===== config.mk =====
export PLATFORM = sky130hd
export DESIGN_NAME = pitch_angle_pid_with_rate_feedback
export DESIGN_NICKNAME = d
export VERILOG_FILES = /design/src/rtl/core/pitchpid_pkg.sv /design/src/rtl/core/pitch_angle_pid_with_rate_feedback.sv
export SDC_FILE = /design/constraint.sdc
export NUM_CORES = 2
export LEC_CHECK = 0
export ABC_AREA = 1
export BUFFER_PORTS_ARGS = -buffer_cell sky130_fd_sc_hd__buf_2
export CAP_MARGIN = 20
export CORE_ASPECT_RATIO = 1.2
export CORE_MARGIN = 2
export CORE_UTILIZATION = 50
export CTS_CLUSTER_SIZE = 16
export DETAILED_ROUTE_END_ITERATION = 7
export PLACE_DENSITY = 0.66
export REMOVE_ABC_BUFFERS = 1
export SETUP_SLACK_MARGIN = 0.05
export SLEW_MARGIN = 20
export SYNTH_ARGS = -nofsm -noshare
export SYNTH_HDL_FRONTEND = slang
export SYNTH_SLANG_ARGS = --single-unit

===== constraint.sdc =====
create_clock -name aclk -period 10.2 [get_ports aclk]
set_input_delay 0 -clock aclk [delete_from_list [all_inputs] [get_ports aclk]]
set_output_delay 0 -clock aclk [all_outputs]
set_load 0.1 [all_outputs]

===== src/rtl/core/pitchpid_pkg.sv =====
`timescale 1ns / 1ps

package pitchpid_pkg;

    // Field and datapath widths
    localparam int GainW   = 32;
    localparam int StepTW  = 16;
    localparam int LimitW  = 15;
    localparam int PitchW  = 16;
    localparam int RateW   = 19;
    localparam int ErrW    = PitchW + 1;
    localparam int DriveW  = 16;
    localparam int IntegW  = 40;
    localparam int FracW   = 16;
    localparam int MulAW   = GainW + 1;
    localparam int MulBW   = RateW + 1;
    localparam int AccW    = MulAW + MulBW;
    localparam int CfgAddrW = 3;
    localparam int InDataW = 56;
    localparam int OutDataW = 16;

    // Reset values of the configuration registers
    localparam logic [StepTW-1:0] StepTimeReset   = StepTW'(328);
    localparam logic [LimitW-1:0] MotorLimitReset = LimitW'(10000);

    // Configuration register indexes
    typedef enum logic [CfgAddrW-1:0] {
        CFG_PROP_GAIN   = 3'd0,
        CFG_INTEG_GAIN  = 3'd1,
        CFG_RATE_GAIN   = 3'd2,
        CFG_STEP_TIME   = 3'd3,
        CFG_MOTOR_LIMIT = 3'd4
    } cfg_idx_t;

    // Microprogram
    localparam int ProgLen = 10;
    localparam int StepW   = $clog2(ProgLen);

    typedef enum logic [2:0] {
        A_INTEG,
        A_PROP,
        A_RATEG,
        A_HI,
        A_PLO
    } mul_a_sel_t;

    typedef enum logic [1:0] {
        B_ERR,
        B_RATE,
        B_STEP
    } mul_b_sel_t;

    typedef enum logic [2:0] {
        ACC_HOLD,
        ACC_LOAD,
        ACC_ADD,
        ACC_ADD_SHR,
        ACC_ADD_INTEG
    } acc_op_t;

    typedef struct packed {
        mul_a_sel_t       mul_a;
        mul_b_sel_t       mul_b;
        logic             mul_en;
        acc_op_t          acc_op;
        logic             plo_ld;
        logic             integ_ld;
        logic             jump_zero;
        logic [StepW-1:0] jump_to;
        logic             emit;
        logic             emit_zero;
    } ucode_t;

    localparam logic [StepW-1:0] StepEmitZero = StepW'(ProgLen - 1);

    // Control store: one word per step
    function automatic ucode_t ucode_rom(input logic [StepW-1:0] addr);
        ucode_t w;
        w = '{mul_a: A_INTEG, mul_b: B_ERR, mul_en: 1'b0, acc_op: ACC_HOLD,
              plo_ld: 1'b0, integ_ld: 1'b0, jump_zero: 1'b0, jump_to: '0,
              emit: 1'b0, emit_zero: 1'b0};
        unique case (addr)
            // p = integ_gain * err; skip everything on a zero step time
            4'd0: begin
                w.mul_a = A_INTEG; w.mul_b = B_ERR; w.mul_en = 1'b1;
                w.jump_zero = 1'b1; w.jump_to = StepEmitZero;
            end
            // upper part of p times step time; hold lower part of p
            4'd1: begin
                w.mul_a = A_HI; w.mul_b = B_STEP; w.mul_en = 1'b1;
                w.plo_ld = 1'b1;
            end
            // lower part of p times step time; load upper partial product
            4'd2: begin
                w.mul_a = A_PLO; w.mul_b = B_STEP; w.mul_en = 1'b1;
                w.acc_op = ACC_LOAD;
            end
            // add floor of lower partial product
            4'd3: w.acc_op = ACC_ADD_SHR;
            // integral + increment; start proportional product
            4'd4: begin
                w.mul_a = A_PROP; w.mul_b = B_ERR; w.mul_en = 1'b1;
                w.acc_op = ACC_ADD_INTEG;
            end
            // clamp into the integral; load proportional term; start rate product
            4'd5: begin
                w.mul_a = A_RATEG; w.mul_b = B_RATE; w.mul_en = 1'b1;
                w.integ_ld = 1'b1; w.acc_op = ACC_LOAD;
            end
            4'd6: w.acc_op = ACC_ADD;
            4'd7: w.acc_op = ACC_ADD_INTEG;
            4'd8: w.emit = 1'b1;
            4'd9: begin
                w.emit = 1'b1; w.emit_zero = 1'b1;
            end
            default: w.emit = 1'b1;
        endcase
        return w;
    endfunction

endpackage


===== src/rtl/core/pitch_angle_pid_with_rate_feedback.sv =====
`timescale 1ns / 1ps

// Pitch angle PID with gyro rate feedback. Each input transaction carries the
// measured pitch, the gyro pitch rate and the target pitch; one output
// transaction returns the clamped motor drive. Error is measured minus target;
// the integral gains integ_gain*error*step_time (Q16.16, floored) and is
// clamped to plus or minus motor_limit, and drive is the floored sum of the
// proportional, integral and rate terms, clamped the same way. A zero step
// time gives drive 0 and leaves the integral alone. A microprogram runs all
// five products through a single shared 33x20 multiplier: the result is
// registered at the output step, and the next sample is accepted only once
// that step has run. The next sample is accepted even while the previous
// result still waits on m_tready; its program then holds at the output step
// until that result is taken. Configuration is written through cfg_we/
// cfg_addr/cfg_wdata; the user must do so only while the block is idle, as
// the block itself does not enforce it.
module pitch_angle_pid_with_rate_feedback
    import pitchpid_pkg::*;
(
    input  logic                aclk,
    input  logic                aresetn,
    // configuration write port
    input  logic                cfg_we,
    input  logic [CfgAddrW-1:0] cfg_addr,
    input  logic [GainW-1:0]    cfg_wdata,
    // input stream
    input  logic                s_tvalid,
    output logic                s_tready,
    // measured_pitch [15:0], pitch_rate [34:16], target_pitch [50:35], zeros
    input  logic [InDataW-1:0]  s_tdata,
    // result stream
    output logic                m_tvalid,
    input  logic                m_tready,
    // drive [15:0]
    output logic [OutDataW-1:0] m_tdata
);

    // Configuration registers
    logic signed [GainW-1:0]  prop_gain_reg;
    logic signed [GainW-1:0]  integ_gain_reg;
    logic signed [GainW-1:0]  rate_gain_reg;
    logic        [StepTW-1:0] step_time_reg;
    logic        [LimitW-1:0] motor_limit_reg;

    // Sequencer and datapath
    logic                     busy_reg, busy_next;
    logic [StepW-1:0]         step_reg, step_next;
    logic signed [ErrW-1:0]   err_reg;
    logic signed [RateW-1:0]  rate_reg;
    logic signed [AccW-1:0]   prod_reg;
    logic signed [AccW-1:0]   acc_reg, acc_next;
    logic [FracW-1:0]         plo_reg;
    logic signed [IntegW-1:0] integ_reg, integ_next;
    logic                     m_tvalid_reg;
    logic [DriveW-1:0]        drive_reg, drive_next;

    ucode_t                   uw;
    logic                     s_fire;
    logic                     exec;
    logic signed [MulAW-1:0]  mul_a;
    logic signed [MulBW-1:0]  mul_b;
    logic signed [AccW-1:0]   mul_prod;
    logic signed [AccW-1:0]   lim_q;
    logic signed [AccW-1:0]   drive_full;
    logic signed [AccW-1:0]   lim_s;
    logic signed [PitchW-1:0] in_meas;
    logic signed [PitchW-1:0] in_targ;

    assign s_tready = !busy_reg;
    assign s_fire   = s_tvalid && s_tready;
    assign m_tvalid = m_tvalid_reg;
    assign m_tdata  = drive_reg;
    assign in_meas  = s_tdata[PitchW-1:0];
    assign in_targ  = s_tdata[PitchW+RateW+PitchW-1:PitchW+RateW];

    assign uw = ucode_rom(step_reg);
    // stall the output step while the previous result is still unread
    assign exec = busy_reg && !(uw.emit && m_tvalid_reg && !m_tready);

    // Write configuration registers
    always_ff @(posedge aclk) begin
        if (!aresetn) begin
            prop_gain_reg   <= '0;
            integ_gain_reg  <= '0;
            rate_gain_reg   <= '0;
            step_time_reg   <= StepTimeReset;
            motor_limit_reg <= MotorLimitReset;
        end else if (cfg_we) begin
            case (cfg_addr)
                CFG_PROP_GAIN:   prop_gain_reg   <= cfg_wdata;
                CFG_INTEG_GAIN:  integ_gain_reg  <= cfg_wdata;
                CFG_RATE_GAIN:   rate_gain_reg   <= cfg_wdata;
                CFG_STEP_TIME:   step_time_reg   <= cfg_wdata[StepTW-1:0];
                CFG_MOTOR_LIMIT: motor_limit_reg <= cfg_wdata[LimitW-1:0];
                default: ;
            endcase
        end
    end

    // Select multiplier operands
    always_comb begin
        case (uw.mul_a)
            A_INTEG: mul_a = MulAW'(integ_gain_reg);
            A_PROP:  mul_a = MulAW'(prop_gain_reg);
            A_RATEG: mul_a = MulAW'(rate_gain_reg);
            A_HI:    mul_a = prod_reg[FracW+MulAW-1:FracW];
            A_PLO:   mul_a = $signed({{(MulAW-FracW){1'b0}}, plo_reg});
            default: mul_a = '0;
        endcase
        case (uw.mul_b)
            B_ERR:   mul_b = MulBW'(err_reg);
            B_RATE:  mul_b = MulBW'(rate_reg);
            B_STEP:  mul_b = $signed({{(MulBW-StepTW){1'b0}}, step_time_reg});
            default: mul_b = '0;
        endcase
    end

    assign mul_prod = AccW'(mul_a) * AccW'(mul_b);

    // Accumulator, integral clamp and drive clamp
    always_comb begin
        case (uw.acc_op)
            ACC_LOAD:      acc_next = prod_reg;
            ACC_ADD:       acc_next = acc_reg + prod_reg;
            ACC_ADD_SHR:   acc_next = acc_reg + (prod_reg >>> FracW);
            ACC_ADD_INTEG: acc_next = acc_reg + AccW'(integ_reg);
            default:       acc_next = acc_reg;
        endcase

        lim_q = $signed({{(AccW-LimitW-FracW){1'b0}}, motor_limit_reg, {FracW{1'b0}}});
        if (acc_reg > lim_q) begin
            integ_next = IntegW'(lim_q);
        end else if (acc_reg < -lim_q) begin
            integ_next = IntegW'(-lim_q);
        end else begin
            integ_next = IntegW'(acc_reg);
        end

        lim_s      = $signed({{(AccW-LimitW){1'b0}}, motor_limit_reg});
        drive_full = acc_reg >>> FracW;
        if (uw.emit_zero) begin
            drive_next = '0;
        end else if (drive_full > lim_s) begin
            drive_next = DriveW'(lim_s);
        end else if (drive_full < -lim_s) begin
            drive_next = DriveW'(-lim_s);
        end else begin
            drive_next = DriveW'(drive_full);
        end
    end

    // Advance the step counter
    always_comb begin
        busy_next = busy_reg;
        step_next = step_reg;
        if (s_fire) begin
            busy_next = 1'b1;
            step_next = '0;
        end else if (exec) begin
            if (uw.emit) begin
                busy_next = 1'b0;
                step_next = '0;
            end else if (uw.jump_zero && step_time_reg == '0) begin
                step_next = uw.jump_to;
            end else begin
                step_next = step_reg + StepW'(1);
            end
        end
    end

    // Control state
    always_ff @(posedge aclk) begin
        if (!aresetn) begin
            busy_reg     <= 1'b0;
            step_reg     <= '0;
            m_tvalid_reg <= 1'b0;
            integ_reg    <= '0;
        end else begin
            busy_reg <= busy_next;
            step_reg <= step_next;
            if (exec && uw.emit) begin
                m_tvalid_reg <= 1'b1;
            end else if (m_tready) begin
                m_tvalid_reg <= 1'b0;
            end
            if (exec && uw.integ_ld) begin
                integ_reg <= integ_next;
            end
        end
    end

    // Datapath registers
    always_ff @(posedge aclk) begin
        if (s_fire) begin
            err_reg  <= ErrW'(in_meas) - ErrW'(in_targ);
            rate_reg <= s_tdata[PitchW+RateW-1:PitchW];
        end
        if (exec) begin
            if (uw.mul_en) begin
                prod_reg <= mul_prod;
            end
            if (uw.plo_ld) begin
                plo_reg <= prod_reg[FracW-1:0];
            end
            acc_reg <= acc_next;
            if (uw.emit) begin
                drive_reg <= drive_next;
            end
        end
    end

`ifndef SYNTH
    // A new sample always starts the program at its first step
    a_start: assert property (@(posedge aclk) disable iff (!aresetn)
        s_fire |=> busy_reg && step_reg == '0)
        else $error("sample accepted without restarting the sequencer");

    // The step counter never leaves the control store
    a_step_range: assert property (@(posedge aclk) disable iff (!aresetn)
        busy_reg |-> (int'(step_reg) < ProgLen))
        else $error("step counter beyond the microprogram");

    // A result only appears from a running program
    a_result_src: assert property (@(posedge aclk) disable iff (!aresetn)
        $rose(m_tvalid_reg) |-> $past(busy_reg) && !busy_reg)
        else $error("result raised without a finished program");
`endif

endmodule

==> reports/results.ini <==
[route]
wirelength_um = 155000
drtPass1Iterations = 8
antenna_left = 0
vias = 39941
drcViolationCount = 0
wl_per_cell_um = 21.1
drtIter0Drc = 3195
drt-vias-per-instance = 5.43

[worst_setup_path]
critical_path_required_ns = 10.47
cp_max_fo = 33
critPathCaptureType = flip-flop
reg2reg_depth = 33
slowest_stage = inv_2
worstPathArrival_ns = 9.62
start_kind = flip-flop
critPathKind = flip-flop to flip-flop
critPathMaxStageDelay_ns = 0.60
cp_common_cell = fa_1

[min_path]
min_path_type = input pin to flip-flop
hold_depth = 3

[pwr]
irDropWorstVdd_mv = 0.173
total_power_mw = 10.0
p_per_area_nw_per_um2 = 201
leakage_nw = 25.5

[sta]
fin_crit_ns = 9.35
tns_ns = 0
slew_viol_final = 0
tightest_slew_ns = 1.10
setup_viol = 0
hold_viol = 0
fin_crit_sh_pct = 91.6
max_freq_mhz = 107
rsz0062_at_grt = no
slew-limit-headroom_pct = 26.9
skew_ns = 0.0262

[place]
gp_congestion = 1.00
dp.final_hpwl_um = 125000
port-buffer-count = 108
postPlaceCellArea_um2 = 48000

[die]
die_h_um = 337
die_w_um = 281
die-area_um2 = 94800
ios = 114
start_util_pct = 50.3
row_count = 122
coreArea_um2 = 91900

[synth]
synth-async-reset-ratio_pct = 0
synthSimpleGateAreaFrac_pct = 19.5
synth_area_per_cell_um2 = 7.71
synth_top_area_share_pct = 28.5
synth_top_cell_by_area = fa_1
synthCells = 5986
synth_flop_cell = edfxtp_1
ys_top_cells_by_count = inv_1 (1,361), nand2_1 (1,220), fa_1 (657)
synth_compound_area_share_pct = 10.1
yosysMostFrequentCell = inv_1
synth_xor_area_share_pct = 1.93
synth_top_family_by_area = adder cells
synth_mux_area_share_pct = 0
synth-edff-count = 174
ys_seq_elements = 347
synth_area_leaders = fa_1 (28%), edfxtp_1 (11%), inv_1 (11%)
yosysUniqueCellTypes = 61
syn-cell-area_um2 = 46200
ys_warn_count = 0
synth_seq_area_share_pct = 18.8
synth_fa_ha_area_share_pct = 35.8

[cts]
postCtsSetupRepairBufs = 0
clock-sinks = 347
insertion_delay_ns = 0.55
cts_tree = yes
cts_buffers = 35
clk_pin_slew_ns = 0.06
htreeDepth = 2
ctsResizeCount = 0
ctsHoldBuffers = 78
root_buffer = clkbuf_16
ctsLongestPathBuffers = 3

[finish]
fin_area_um2 = 49900
filler_cell_count = 8923
finalNetCount = 7108
area_growth_pct = 8.05
multiInputGateArea_um2 = 31300
drive_gt1_share_pct = 6.43
seq_area_um2 = 8690

[run]
drv_cap = 0

[grt]
track_usage_pct = 33.3
first_global_vias = 41327
antenna_found_initial = 7
grt_pass1_wl_um = 238000
grt_max_degree = 112
grt_overflow = 0

[status]
outcome = completed

per-stage QoR:
step	util, %	hold slack, ns	setup WS, ns	instances
after CTS	54.3	0.000268	0.988	7351
after floorplan	-	0.0986	1.85	5779
after global placement	52.2	0.178	1.07	7209
after global routing	54.3	0.0295	0.382	7353
final	54.3	0.0170	0.854	7355
after detailed placement	52.2	0.178	1.02	7209
final timing paths:
| check | start | end | slack [ns] |
|---|---|---|---|
| hold / removal | s_tdata[8] | err_reg[8] | 0.02 |
| setup / recovery | step_reg[0] | prod_reg[48] | 0.85 |
| hold reg to reg | prop_gain_reg[4] | prop_gain_reg[4] | 0.46 |
| setup reg to reg | step_reg[0] | prod_reg[48] | 0.85 |
layout by cell type (no fill, tap or decap), drive strengths merged, types with 38 or more instances in the layout:
| cell type | count |
|---|---|
| inv | 1408 |
| nor3 | 50 |
| xor2 | 64 |
| o21ai | 317 |
| clkbuf | 47 |
| nand2 | 1232 |
| nor2 | 664 |
| dfxtp | 173 |
| edfxtp | 174 |
| buf | 190 |
| fa | 657 |
| a21oi | 278 |
| xnor2 | 38 |
| nand3 | 189 |
| dlygate4sd3 | 78 |
| ha | 271 |
cells by family (layout without fill, tap and decap cells):
logic type | count (synthesis) | in the layout
simple gates | 2219 | 2219
xor+xnor | 102 | 102
fa+ha+maj | 928 | 928
other cells | 0 | 4
compound gates | 777 | 777
flops | 347 | 347
buf+inv | 1613 | 1738
report_power, final:
part | switching, mW | internal [mW] | leakage (nW)
clock | 0.601 | 0.724 | 0.561
sequential | 0.151 | 1.80 | 3.02
combinational | 4.51 | 2.25 | 22.0
worst max-delay path: cells and delay by family (launching register included):
| kind | cells | cell delay [ns] |
|---|---|---|
| xor gates and xnor gates | 1 | 0.11 |
| adders and majority gates | 9 | 4.05 |
| AOI/OAI and AO/OA | 5 | 1.55 |
| buffers and inverters | 8 | 1.44 |
| DFF | 1 | 0.44 |
| and+or+nand+nor | 10 | 1.40 |
layout make-up:
class / count / area share, %
clock buffers: 47 / 1.91
well taps: 1240 / 3.11
repair buffers: 268 / 3.91
clock inverters: 17 / 0.381
flip-flops and latches: 347 / 17.4
inverters: 1406 / 10.6
multi-input cells: 4026 / 62.7
diodes: 4 / 0.0201
layer usage:
layer,track usage (%),part of all wire [%],vias to the layer above
met5,0,0.032,-
met4,19.1,6.8,8
met3,3.64,6.6,467
met2,57.6,49,1604
met1,40.2,38,19424
li1,-,-,18438
Power figures use the tool's default switching activity.
